`src/rtl/llbh_pkg.sv`:
```
`default_nettype none
package llbh_pkg;

  localparam int unsigned IdW = 4;
  localparam int unsigned IdCount = 16;
  localparam int unsigned CntW = 5;
  localparam int unsigned LoadW = 16;
  localparam int unsigned RndW = 32;
  localparam int unsigned RandomBits = 31;
  localparam int unsigned CfgDataW = 16;

  typedef enum logic [1:0] {
    CMD_INSERT  = 2'd0,
    CMD_REMOVE  = 2'd1,
    CMD_ACQUIRE = 2'd2,
    CMD_RELEASE = 2'd3
  } cmd_e;

  typedef enum logic [1:0] {
    ST_OK     = 2'd0,
    ST_QUORUM = 2'd1,
    ST_BUSY   = 2'd2,
    ST_ERROR  = 2'd3
  } status_e;

  typedef enum logic {
    REG_QUORUM = 1'b0,
    REG_LIMIT  = 1'b1
  } cfg_reg_e;

  typedef enum logic [3:0] {
    S_IDLE, S_CHECK, S_KEY, S_UP, S_DL, S_DR, S_DMOV, S_FINAL, S_RESP
  } state_e;

  typedef enum logic [3:0] {
    OP_NONE, OP_LOAD, OP_CHECK, OP_KEY, OP_UP, OP_DL, OP_DR, OP_DMOV, OP_FINAL
  } dp_op_e;

  typedef struct packed {
    logic chk_sift;
    logic up_done;
    logic may;
    logic dl_none;
    logic dl_right;
    logic mv_stop;
  } dp_stat_t;

endpackage
`default_nettype wire

```
`src/rtl/llbh_if.sv`:
```
`default_nettype none
interface llbh_in_if;
  logic       valid;
  logic       ready;
  logic [1:0] command;
  logic [3:0] entry_id;
  logic [31:0] fresh_random;
  modport source (output valid, command, entry_id, fresh_random, input ready);
  modport sink (input valid, command, entry_id, fresh_random, output ready);
endinterface

interface llbh_out_if;
  logic       valid;
  logic       ready;
  logic [1:0] status;
  logic [3:0] chosen_id;
  logic [4:0] active_count;
  modport source (output valid, status, chosen_id, active_count, input ready);
  modport sink (input valid, status, chosen_id, active_count, output ready);
endinterface
`default_nettype wire

```
`src/rtl/llbh_ctrl.sv`:
```
`default_nettype none
module llbh_ctrl (
  input  wire                    clk_i,
  input  wire                    rst_ni,
  input  wire                    in_valid_i,
  output logic                   in_ready_o,
  output logic                   out_valid_o,
  input  wire                    out_ready_i,
  input  llbh_pkg::dp_stat_t     stat_i,
  output llbh_pkg::dp_op_e       op_o
);

  llbh_pkg::state_e state_q, state_d;

  always_ff @(posedge clk_i or negedge rst_ni) begin
    if (!rst_ni) begin
      state_q <= llbh_pkg::S_IDLE;
    end else begin
      state_q <= state_d;
    end
  end

  always_comb begin
    state_d     = state_q;
    op_o        = llbh_pkg::OP_NONE;
    in_ready_o  = 1'b0;
    out_valid_o = 1'b0;
    case (state_q)
      llbh_pkg::S_IDLE: begin
        in_ready_o = 1'b1;
        if (in_valid_i) begin
          op_o    = llbh_pkg::OP_LOAD;
          state_d = llbh_pkg::S_CHECK;
        end
      end
      llbh_pkg::S_CHECK: begin
        op_o    = llbh_pkg::OP_CHECK;
        state_d = stat_i.chk_sift ? llbh_pkg::S_KEY : llbh_pkg::S_RESP;
      end
      llbh_pkg::S_KEY: begin
        op_o    = llbh_pkg::OP_KEY;
        state_d = llbh_pkg::S_UP;
      end
      llbh_pkg::S_UP: begin
        op_o = llbh_pkg::OP_UP;
        if (stat_i.up_done) begin
          state_d = stat_i.may ? llbh_pkg::S_DL : llbh_pkg::S_FINAL;
        end
      end
      llbh_pkg::S_DL: begin
        op_o = llbh_pkg::OP_DL;
        if (stat_i.dl_none) begin
          state_d = llbh_pkg::S_FINAL;
        end else if (stat_i.dl_right) begin
          state_d = llbh_pkg::S_DR;
        end else begin
          state_d = llbh_pkg::S_DMOV;
        end
      end
      llbh_pkg::S_DR: begin
        op_o    = llbh_pkg::OP_DR;
        state_d = llbh_pkg::S_DMOV;
      end
      llbh_pkg::S_DMOV: begin
        op_o    = llbh_pkg::OP_DMOV;
        state_d = stat_i.mv_stop ? llbh_pkg::S_FINAL : llbh_pkg::S_DL;
      end
      llbh_pkg::S_FINAL: begin
        op_o    = llbh_pkg::OP_FINAL;
        state_d = llbh_pkg::S_RESP;
      end
      llbh_pkg::S_RESP: begin
        out_valid_o = 1'b1;
        if (out_ready_i) begin
          state_d = llbh_pkg::S_IDLE;
        end
      end
      default: state_d = llbh_pkg::S_IDLE;
    endcase
  end

  a_resp_holds: assert property (@(posedge clk_i) disable iff (!rst_ni)
    out_valid_o && !out_ready_i |=> out_valid_o)
    else $error("result dropped while stalled");
  a_no_overlap: assert property (@(posedge clk_i) disable iff (!rst_ni)
    !(in_ready_o && out_valid_o))
    else $error("input taken while result pending");
  a_check_after_load: assert property (@(posedge clk_i) disable iff (!rst_ni)
    op_o == llbh_pkg::OP_LOAD |=> op_o == llbh_pkg::OP_CHECK)
    else $error("command not checked after accept");

endmodule
`default_nettype wire

```
`src/rtl/llbh_dp.sv`:
```
`default_nettype none
module llbh_dp #(
  parameter int unsigned MAX_ENTRIES = 16
) (
  input  wire                    clk_i,
  input  wire                    rst_ni,
  input  llbh_pkg::dp_op_e       op_i,
  input  wire  [1:0]             command_i,
  input  wire  [3:0]             entry_id_i,
  input  wire  [31:0]            fresh_random_i,
  input  wire                    cfg_we_i,
  input  wire                    cfg_idx_i,
  input  wire  [15:0]            cfg_data_i,
  output llbh_pkg::dp_stat_t     stat_o,
  output logic [1:0]             status_o,
  output logic [3:0]             chosen_id_o,
  output logic [4:0]             active_count_o
);

  localparam int unsigned Cap = (MAX_ENTRIES < llbh_pkg::IdCount) ? MAX_ENTRIES
                                                                   : llbh_pkg::IdCount;
  localparam int unsigned SW = $clog2(Cap + 1);
  localparam int unsigned Depth = 2 ** SW;

  llbh_pkg::cmd_e    cmd_q;
  logic [3:0]        id_q, cur_q, c_q, chosen_q;
  logic [31:0]       rnd_q, buf_q;
  logic [4:0]        pos_q, cnt_q, left_q, quorum_q;
  logic [5:0]        j_q;
  logic [15:0]       key_q, cl_q, limit_q;
  logic              may_q;
  llbh_pkg::status_e st_q;

  logic [3:0]  hs_q [Depth];
  logic [4:0]  so_q [llbh_pkg::IdCount];
  logic [15:0] ld_q [llbh_pkg::IdCount];

  logic [SW-1:0] hs_ra;
  logic [3:0]    hs_rd, ld_ra;
  logic [15:0]   ld_rd;
  logic [4:0]    so_rd;
  logic [5:0]    j2;
  llbh_pkg::status_e chk_st;
  logic          chk_ok, chk_sift, up_root, up_stop, eq, take, tbit;
  logic [31:0]   eff_buf;

  assign j2 = {pos_q, 1'b0};

  always_comb begin
    case (op_i)
      llbh_pkg::OP_CHECK: hs_ra = (cmd_q == llbh_pkg::CMD_ACQUIRE) ? SW'(1)
                                                                 : cnt_q[SW-1:0];
      llbh_pkg::OP_UP:    hs_ra = SW'(pos_q >> 1);
      llbh_pkg::OP_DL:    hs_ra = j2[SW-1:0];
      llbh_pkg::OP_DR:    hs_ra = j_q[SW-1:0] + SW'(1);
      default:            hs_ra = '0;
    endcase
  end
  assign hs_rd = hs_q[hs_ra];

  always_comb begin
    case (op_i)
      llbh_pkg::OP_CHECK: ld_ra = (cmd_q == llbh_pkg::CMD_ACQUIRE) ? hs_rd : id_q;
      llbh_pkg::OP_KEY:   ld_ra = cur_q;
      llbh_pkg::OP_UP,
      llbh_pkg::OP_DL,
      llbh_pkg::OP_DR:    ld_ra = hs_rd;
      default:            ld_ra = id_q;
    endcase
  end
  assign ld_rd = ld_q[ld_ra];
  assign so_rd = so_q[id_q];

  always_comb begin
    chk_st   = llbh_pkg::ST_OK;
    chk_sift = 1'b0;
    case (cmd_q)
      llbh_pkg::CMD_INSERT: begin
        if (so_rd != '0 || cnt_q >= 5'(Cap)) chk_st = llbh_pkg::ST_ERROR;
      end
      llbh_pkg::CMD_REMOVE: begin
        if (cnt_q == '0 || so_rd == '0) chk_st = llbh_pkg::ST_ERROR;
        else chk_sift = (hs_rd != id_q);
      end
      llbh_pkg::CMD_ACQUIRE: begin
        if (cnt_q < quorum_q) chk_st = llbh_pkg::ST_QUORUM;
        else if (cnt_q == '0) chk_st = llbh_pkg::ST_ERROR;
        else if (ld_rd >= limit_q) chk_st = llbh_pkg::ST_BUSY;
      end
      llbh_pkg::CMD_RELEASE: begin
        if (ld_rd == '0) chk_st = llbh_pkg::ST_ERROR;
        else chk_sift = (so_rd != '0);
      end
      default: chk_st = llbh_pkg::ST_ERROR;
    endcase
  end
  assign chk_ok = (chk_st == llbh_pkg::ST_OK);

  assign up_root = (pos_q <= 5'd1);
  assign up_stop = (ld_rd <= key_q);
  assign eff_buf = (left_q == '0) ? rnd_q : buf_q;
  assign tbit    = eff_buf[0];
  assign eq      = (ld_rd == cl_q);
  assign take    = (ld_rd < cl_q) || (eq && tbit);

  always_comb begin
    stat_o.chk_sift = chk_ok && (chk_sift || cmd_q == llbh_pkg::CMD_INSERT ||
                                 cmd_q == llbh_pkg::CMD_ACQUIRE);
    stat_o.up_done  = up_root || up_stop;
    stat_o.may      = may_q;
    stat_o.dl_none  = j2 > {1'b0, cnt_q};
    stat_o.dl_right = j2 < {1'b0, cnt_q};
    stat_o.mv_stop  = key_q <= cl_q;
  end

  // control and config state
  always_ff @(posedge clk_i or negedge rst_ni) begin
    if (!rst_ni) begin
      cnt_q    <= '0;
      left_q   <= '0;
      buf_q    <= '0;
      quorum_q <= 5'd1;
      limit_q  <= 16'd1;
      for (int i = 0; i < llbh_pkg::IdCount; i++) begin
        so_q[i] <= '0;
        ld_q[i] <= '0;
      end
    end else begin
      if (cfg_we_i) begin
        if (cfg_idx_i == llbh_pkg::REG_QUORUM) quorum_q <= cfg_data_i[4:0];
        else limit_q <= cfg_data_i;
      end
      case (op_i)
        llbh_pkg::OP_CHECK: begin
          if (chk_ok) begin
            case (cmd_q)
              llbh_pkg::CMD_INSERT:  cnt_q <= cnt_q + 5'd1;
              llbh_pkg::CMD_REMOVE: begin
                cnt_q       <= cnt_q - 5'd1;
                so_q[id_q]  <= '0;
              end
              llbh_pkg::CMD_ACQUIRE: ld_q[hs_rd] <= ld_rd + 16'd1;
              llbh_pkg::CMD_RELEASE: ld_q[id_q] <= ld_rd - 16'd1;
              default: ;
            endcase
          end
        end
        llbh_pkg::OP_UP: begin
          if (!up_root && !up_stop) so_q[hs_rd] <= pos_q;
        end
        llbh_pkg::OP_DR: begin
          if (eq) begin
            buf_q  <= eff_buf >> 1;
            left_q <= ((left_q == '0) ? 5'(llbh_pkg::RandomBits) : left_q) - 5'd1;
          end
        end
        llbh_pkg::OP_DMOV: begin
          if (!(key_q <= cl_q)) so_q[c_q] <= pos_q;
        end
        llbh_pkg::OP_FINAL: so_q[cur_q] <= pos_q;
        default: ;
      endcase
    end
  end

  // working registers and heap slots
  always_ff @(posedge clk_i) begin
    case (op_i)
      llbh_pkg::OP_LOAD: begin
        cmd_q <= llbh_pkg::cmd_e'(command_i);
        id_q  <= entry_id_i;
        rnd_q <= fresh_random_i;
      end
      llbh_pkg::OP_CHECK: begin
        st_q     <= chk_st;
        chosen_q <= (chk_ok && cmd_q == llbh_pkg::CMD_ACQUIRE) ? hs_rd : '0;
        may_q    <= (cmd_q != llbh_pkg::CMD_INSERT);
        case (cmd_q)
          llbh_pkg::CMD_INSERT: begin
            cur_q <= id_q;
            pos_q <= cnt_q + 5'd1;
          end
          llbh_pkg::CMD_REMOVE: begin
            cur_q <= hs_rd;
            pos_q <= so_rd;
          end
          llbh_pkg::CMD_ACQUIRE: begin
            cur_q <= hs_rd;
            pos_q <= 5'd1;
          end
          default: begin
            cur_q <= id_q;
            pos_q <= so_rd;
          end
        endcase
      end
      llbh_pkg::OP_KEY: key_q <= ld_rd;
      llbh_pkg::OP_UP: begin
        if (!up_root && !up_stop) begin
          hs_q[pos_q[SW-1:0]] <= hs_rd;
          may_q <= 1'b0;
          pos_q <= pos_q >> 1;
        end
      end
      llbh_pkg::OP_DL: begin
        c_q  <= hs_rd;
        cl_q <= ld_rd;
        j_q  <= j2;
      end
      llbh_pkg::OP_DR: begin
        if (take) begin
          c_q  <= hs_rd;
          cl_q <= ld_rd;
          j_q  <= j_q + 6'd1;
        end
      end
      llbh_pkg::OP_DMOV: begin
        if (!(key_q <= cl_q)) begin
          hs_q[pos_q[SW-1:0]] <= c_q;
          pos_q <= j_q[4:0];
        end
      end
      llbh_pkg::OP_FINAL: hs_q[pos_q[SW-1:0]] <= cur_q;
      default: ;
    endcase
  end

  assign status_o       = st_q;
  assign chosen_id_o    = chosen_q;
  assign active_count_o = cnt_q;

  a_cnt_cap: assert property (@(posedge clk_i) disable iff (!rst_ni)
    cnt_q <= 5'(Cap))
    else $error("heap count beyond capacity");
  a_err_keeps_cnt: assert property (@(posedge clk_i) disable iff (!rst_ni)
    op_i == llbh_pkg::OP_CHECK && !chk_ok |=> $stable(cnt_q))
    else $error("refused command changed heap count");
  a_left_range: assert property (@(posedge clk_i) disable iff (!rst_ni)
    left_q <= 5'(llbh_pkg::RandomBits))
    else $error("tie-break bit count out of range");

endmodule
`default_nettype wire

```
`src/rtl/least_loaded_backend_heap.sv`:
```
`default_nettype none
// Least-loaded backend selector over an indexed binary min-heap keyed by per-entry
// load. One command is in flight at a time; input ready is high only when idle and
// the result holds on the output until taken. A command that needs no sift passes
// through accept, check and reply; any other passes through accept, check, key read,
// an upward compare per level moved up plus the last compare, then a downward sift
// when allowed (left child read, right child read when there is one, move, per level
// until it stops), final write and reply. The heap, position and load tables each
// give one read per cycle. Ties between children are broken by a 31-bit buffer
// refilled from fresh_random when empty.
module least_loaded_backend_heap #(
  parameter int unsigned MAX_ENTRIES = 16
) (
  input  wire          clk_i,
  input  wire          rst_ni,
  llbh_in_if.sink      in_i,
  llbh_out_if.source   out_o,
  input  wire          cfg_we_i,
  input  wire          cfg_idx_i,
  input  wire  [15:0]  cfg_data_i
);

  llbh_pkg::dp_stat_t stat;
  llbh_pkg::dp_op_e   op;

  llbh_ctrl u_ctrl (
    .clk_i       (clk_i),
    .rst_ni      (rst_ni),
    .in_valid_i  (in_i.valid),
    .in_ready_o  (in_i.ready),
    .out_valid_o (out_o.valid),
    .out_ready_i (out_o.ready),
    .stat_i      (stat),
    .op_o        (op)
  );

  llbh_dp #(.MAX_ENTRIES(MAX_ENTRIES)) u_dp (
    .clk_i          (clk_i),
    .rst_ni         (rst_ni),
    .op_i           (op),
    .command_i      (in_i.command),
    .entry_id_i     (in_i.entry_id),
    .fresh_random_i (in_i.fresh_random),
    .cfg_we_i       (cfg_we_i),
    .cfg_idx_i      (cfg_idx_i),
    .cfg_data_i     (cfg_data_i),
    .stat_o         (stat),
    .status_o       (out_o.status),
    .chosen_id_o    (out_o.chosen_id),
    .active_count_o (out_o.active_count)
  );

endmodule
`default_nettype wire

```
`src/flat_wrapper.sv`:
```
// flat-port wrapper written by rule: the top's interface ports become plain ports
module least_loaded_backend_heap_flat 
#(
  parameter int unsigned MAX_ENTRIES = 16
)
  (clk_i, rst_ni, cfg_we_i, cfg_idx_i, cfg_data_i, in_i_valid, in_i_command, in_i_entry_id, in_i_fresh_random, in_i_ready, out_o_valid, out_o_status, out_o_chosen_id, out_o_active_count, out_o_ready);
  llbh_in_if in_i_i ();
  llbh_out_if out_o_i ();
  input  wire clk_i;
  input  wire rst_ni;
  input  wire cfg_we_i;
  input  wire cfg_idx_i;
  input  wire  [15:0] cfg_data_i;
  input wire logic [$bits(in_i_i.valid)-1:0] in_i_valid;
  input wire logic [$bits(in_i_i.command)-1:0] in_i_command;
  input wire logic [$bits(in_i_i.entry_id)-1:0] in_i_entry_id;
  input wire logic [$bits(in_i_i.fresh_random)-1:0] in_i_fresh_random;
  output wire logic [$bits(in_i_i.ready)-1:0] in_i_ready;
  output wire logic [$bits(out_o_i.valid)-1:0] out_o_valid;
  output wire logic [$bits(out_o_i.status)-1:0] out_o_status;
  output wire logic [$bits(out_o_i.chosen_id)-1:0] out_o_chosen_id;
  output wire logic [$bits(out_o_i.active_count)-1:0] out_o_active_count;
  input wire logic [$bits(out_o_i.ready)-1:0] out_o_ready;
  assign in_i_i.valid = in_i_valid;
  assign in_i_i.command = in_i_command;
  assign in_i_i.entry_id = in_i_entry_id;
  assign in_i_i.fresh_random = in_i_fresh_random;
  assign in_i_ready = in_i_i.ready;
  assign out_o_valid = out_o_i.valid;
  assign out_o_status = out_o_i.status;
  assign out_o_chosen_id = out_o_i.chosen_id;
  assign out_o_active_count = out_o_i.active_count;
  assign out_o_i.ready = out_o_ready;
  least_loaded_backend_heap #(.MAX_ENTRIES(MAX_ENTRIES)) u_core (.clk_i(clk_i), .rst_ni(rst_ni), .in_i(in_i_i), .out_o(out_o_i), .cfg_we_i(cfg_we_i), .cfg_idx_i(cfg_idx_i), .cfg_data_i(cfg_data_i));
endmodule
```
`config.mk`:
```
export PLATFORM = sky130hd
export DESIGN_NAME = least_loaded_backend_heap_flat
export DESIGN_NICKNAME = d
export VERILOG_FILES = /design/src/rtl/llbh_pkg.sv /design/src/rtl/llbh_if.sv /design/src/rtl/llbh_ctrl.sv /design/src/rtl/llbh_dp.sv /design/src/rtl/least_loaded_backend_heap.sv /design/src/flat_wrapper.sv
export SDC_FILE = /design/constraint.sdc
export NUM_CORES = 2
export LEC_CHECK = 0
export BUFFER_PORTS_ARGS = -buffer_cell sky130_fd_sc_hd__buf_2
export CAP_MARGIN = 10
export CELL_PAD_IN_SITES_DETAIL_PLACEMENT = 1
export CELL_PAD_IN_SITES_GLOBAL_PLACEMENT = 1
export CORE_ASPECT_RATIO = 1.2
export CORE_MARGIN = 2
export CORE_UTILIZATION = 51
export CTS_CLUSTER_DIAMETER = 120
export CTS_CLUSTER_SIZE = 20
export DETAILED_ROUTE_END_ITERATION = 8
export GPL_TIMING_DRIVEN = 0
export PLACE_DENSITY_LB_ADDON = 0.3
export SLEW_MARGIN = 20
export SYNTH_ARGS = -nofsm -noshare
export SYNTH_HDL_FRONTEND = slang
export SYNTH_SLANG_ARGS = --single-unit
export TNS_END_PERCENT = 20
```
`constraint.sdc`:
```
create_clock -name clk_i -period 11.4 [get_ports clk_i]
set_clock_uncertainty 0.2 [all_clocks]
set_input_delay 1.71 -clock clk_i [delete_from_list [all_inputs] [get_ports clk_i]]
set_output_delay 1.71 -clock clk_i [all_outputs]
set_load 0.005 [all_outputs]
```
==> impl_metrics.tcl <==
set metrics [dict create \
    status "finished clean" \
    die_h_um 292 \
    num_io_pins 73 \
    postSynthCellCount 3337 \
    max_stage_delay_ps 830 \
    r2r_setup_slack_ps 60 \
    dieArea_um2 71400 \
    nets 3621 \
    grtUsageMet3_pct 14.3 \
    hpwl_um 116000 \
    fillers 7419 \
    ys_types 99 \
    grt.busiest_layer "met2" \
    area_growth_pct 9.24 \
    setup_viol 0 \
    cts_tree "built" \
    r2r_start "u_core.u_dp.cmd_q[0]$_DFFE_PN_" \
    arrival_ps 11440 \
    grt_overflow 0 \
    timing.final.hold_violations 0 \
    rsz0062_at_grt "false" \
    clock_sinks 625 \
    holdBufCountCts 0 \
    power.density_nw_per_um2 318 \
    yosysWarnings 0 \
    gp_congestion 1.08 \
    use_met1_pct 54.0 \
    wl_per_cell_um 37.8 \
    yosysTopAreaCellShare_pct 28.3 \
    critical_path_class "flip-flop to flip-flop" \
    worstReg2RegEnd "u_core.u_dp.hs_q[7][1]$_DFFE_PP_" \
    fin_crit_sh_pct 99.5 \
    irDropWorstVdd_mv 0.278 \
    grt_pass1_wl_um 242000 \
    hold_path_end "u_core.u_dp.buf_q[15]$_DFFE_PN0P_" \
    start_util_pct 51.6 \
    track_usage_pct 46.4 \
    grt_max_degree 100 \
    dp_slack_ps -1180 \
    seq_area_frac_synth_pct 47.4 \
    syn_nets 3479 \
    core-area_um2 68400 \
    synthFlopType "dfrtp_1" \
    ys_async_sr_fraction_pct 64.3 \
    grt.met2_usage_pct 72.9 \
    min_from "u_core.u_dp.buf_q[15]$_DFFE_PN0P_" \
    hp-class "flip-flop to flip-flop" \
    tightest_slew_ps 1340 \
    remaining_drc_errors 0 \
    die_w_um 244 \
    reg2reg_depth 33 \
    multiInputGateArea_um2 17000 \
    layout_min_cycle_time_ps 11340 \
    vias_per_cell 7.57 \
    hold_path_depth 2 \
    grt_pass1_vias 34829 \
    drt_iter0_markers 4113 \
    clockRootBuffer "clkbuf_16" \
    yosys.area.top_type "dfrtp_1" \
    required_ps 11500 \
    synth_area_leaders "dfrtp_1 28%, edfxtp_1 19%, mux2i_1 6.3%" \
    worstSetupEndpointType "flip-flop" \
    dr_total_vias 33408 \
    p_leak_nw 15.2 \
    drive_gt1_share_pct 11.8 \
    maxSlewViolCount 0 \
    cts.path.max_buffers 3 \
    synth_enable_flop_cells 223 \
    drtAntennaViolNets 0 \
    avgSynthCellArea_um2 10.6 \
    ys_ff_latch 625 \
    slowest_stage "a2111oi_0" \
    register_area_um2 16800 \
    netlist_top_cells_count "400 x dfrtp_1, 265 x nand2_1, 229 x clkbuf_1" \
    cts_buffers 37 \
    max_cap_viol_count 0 \
    ctsHtreeMaxLevel 2 \
    dr.pass1.iters 7 \
    antenna_found_initial 6 \
    startpoint_type "flip-flop" \
    clk_pin_slew_ps 90 \
    clk_latency_ps 650 \
    setup_ws_ps 57.3 \
    port_buffers 72 \
    crit_fanout 14 \
    max_slew_margin_pct 10.0 \
    setup_tns_ps 0 \
    rows 105 \
    drt_wl_total_um 167000 \
    synth_area_um2 35300 \
    synth_most_common_cell "dfrtp_1" \
    fmax_ghz 0.0882 \
]
-- flip-flops by register name, indices dropped and copies added, names as in the netlist, 16 cells and up --
signal / cells
u_core.u_dp.buf_q: 31
u_core.u_dp.cl_q: 16
u_core.u_dp.hs_q: 128
u_core.u_dp.key_q: 16
u_core.u_dp.ld_q: 256
u_core.u_dp.limit_q: 16
u_core.u_dp.rnd_q: 32
u_core.u_dp.so_q: 80
-- stage by stage --
stage	power (mW)	instances	utilization, %	area [µm²]	hold slack [ps]
floorplan	7.43	3337	-	35300	249
global placement	9.85	4318	53.8	36800	262
detailed placement	10.3	4349	54.7	37400	270
CTS	11.8	4407	56.3	38500	291
global route	12.5	4409	56.4	38600	310
finish	12.3	4413	56.4	38600	287
-- routing by layer --
| metal | part of all wire [%] | wire length, µm |
|---|---|---|
| met5 | 0.025 | 41 |
| met3 | 11 | 18000 |
| met1 | 35 | 58100 |
| met2 | 45 | 74700 |
| met4 | 9.5 | 15900 |
-- timing repair --
| item | in CTS | in global routing |
|---|---|---|
| pin swaps | 0 | 0 |
| endpoints found under the setup margin | 449 | 260 |
| cloned | 0 | 0 |
| buffers inserted | 0 | 0 |
| resized for setup | 13 | 13 |
-- report_power, final --
group	total, mW	switching, mW	internal [mW]
clock network	1.47	0.844	0.623
registers	3.16	0.248	2.91
logic	7.65	5.52	2.13
-- area by class of cell --
cell class,count,area share [%]
multi-input combinational,2303,43.9
sequential,625,43.4
timing repair buffer,105,2.10
tap,909,2.95
buffer,329,4.03
antenna,4,0.0259
inverter,78,0.758
clock buffer,56,2.58
clock inverter,4,0.214
-- worst max path at each step --
stage / start / to / slack (ps) / cells past startpoint
floorplan: u_core.u_ctrl.state_q[1]$_DFFE_PN0P_ / u_core.u_dp.ld_q[21]$_DFFE_PN0P_ / 2850 / 30
global placement: u_core.u_ctrl.state_q[1]$_DFFE_PN0P_ / u_core.u_dp.ld_q[232]$_DFFE_PN0P_ / -1550 / 26
detailed placement: u_core.u_dp.cmd_q[0]$_DFFE_PN_ / u_core.u_dp.ld_q[232]$_DFFE_PN0P_ / -1180 / 32
CTS: u_core.u_dp.cmd_q[0]$_DFFE_PN_ / u_core.u_dp.hs_q[11][0]$_DFFE_PP_ / 20 / 33
global route: u_core.u_dp.cmd_q[0]$_DFFE_PN_ / u_core.u_dp.ld_q[144]$_DFFE_PN0P_ / 20 / 36
finish: u_core.u_dp.cmd_q[0]$_DFFE_PN_ / u_core.u_dp.hs_q[7][1]$_DFFE_PP_ / 60 / 33
-- logic make-up (layout without fill, tap and decap cells) --
kind of cell	count (synthesis)	after routing	share of synthesized area [%]
mux	275	275	8.96
xor+xnor	33	33	0.818
buf+inv	409	572	5.19
fa+ha+maj	82	82	2.90
flops	625	625	47.4
compound gates	1168	1168	24.5
simple gates	745	745	10.2
other cells	0	4	0
-- critical path: cells and delay by family (launching register included) --
| kind | cells | cell delay (ps) |
|---|---|---|
| buf+inv | 11 | 3700 |
| simple gates | 9 | 2040 |
| fa+ha+maj | 2 | 610 |
| flops | 1 | 510 |
| compound gates | 11 | 3840 |
-- layout by cell type (no fill, tap or decap), types with 16 or more instances in the layout --
cell type	n
a211oi_1	18
a21oi_1	54
a221oi_1	16
a22o_1	128
a22oi_1	178
a32o_1	52
and3_1	20
buf_2	127
buf_4	24
buf_6	31
clkbuf_1	232
clkbuf_16	37
dfrtp_1	400
edfxtp_1	223
ha_1	82
inv_1	70
mux2_2	21
mux2i_1	223
mux4_2	31
nand2_1	264
nand2b_1	37
nand3_1	67
nand4_1	19
nor2_1	119
nor2_2	17
nor2b_1	24
nor3_1	61
o211ai_1	36
o21a_1	20
o21ai_0	197
o21ai_1	40
o221ai_1	115
o221ai_2	16
o22ai_1	147
o2bb2ai_1	41
or3_1	28
xnor2_1	25
Power figures use the tool's default switching activity.
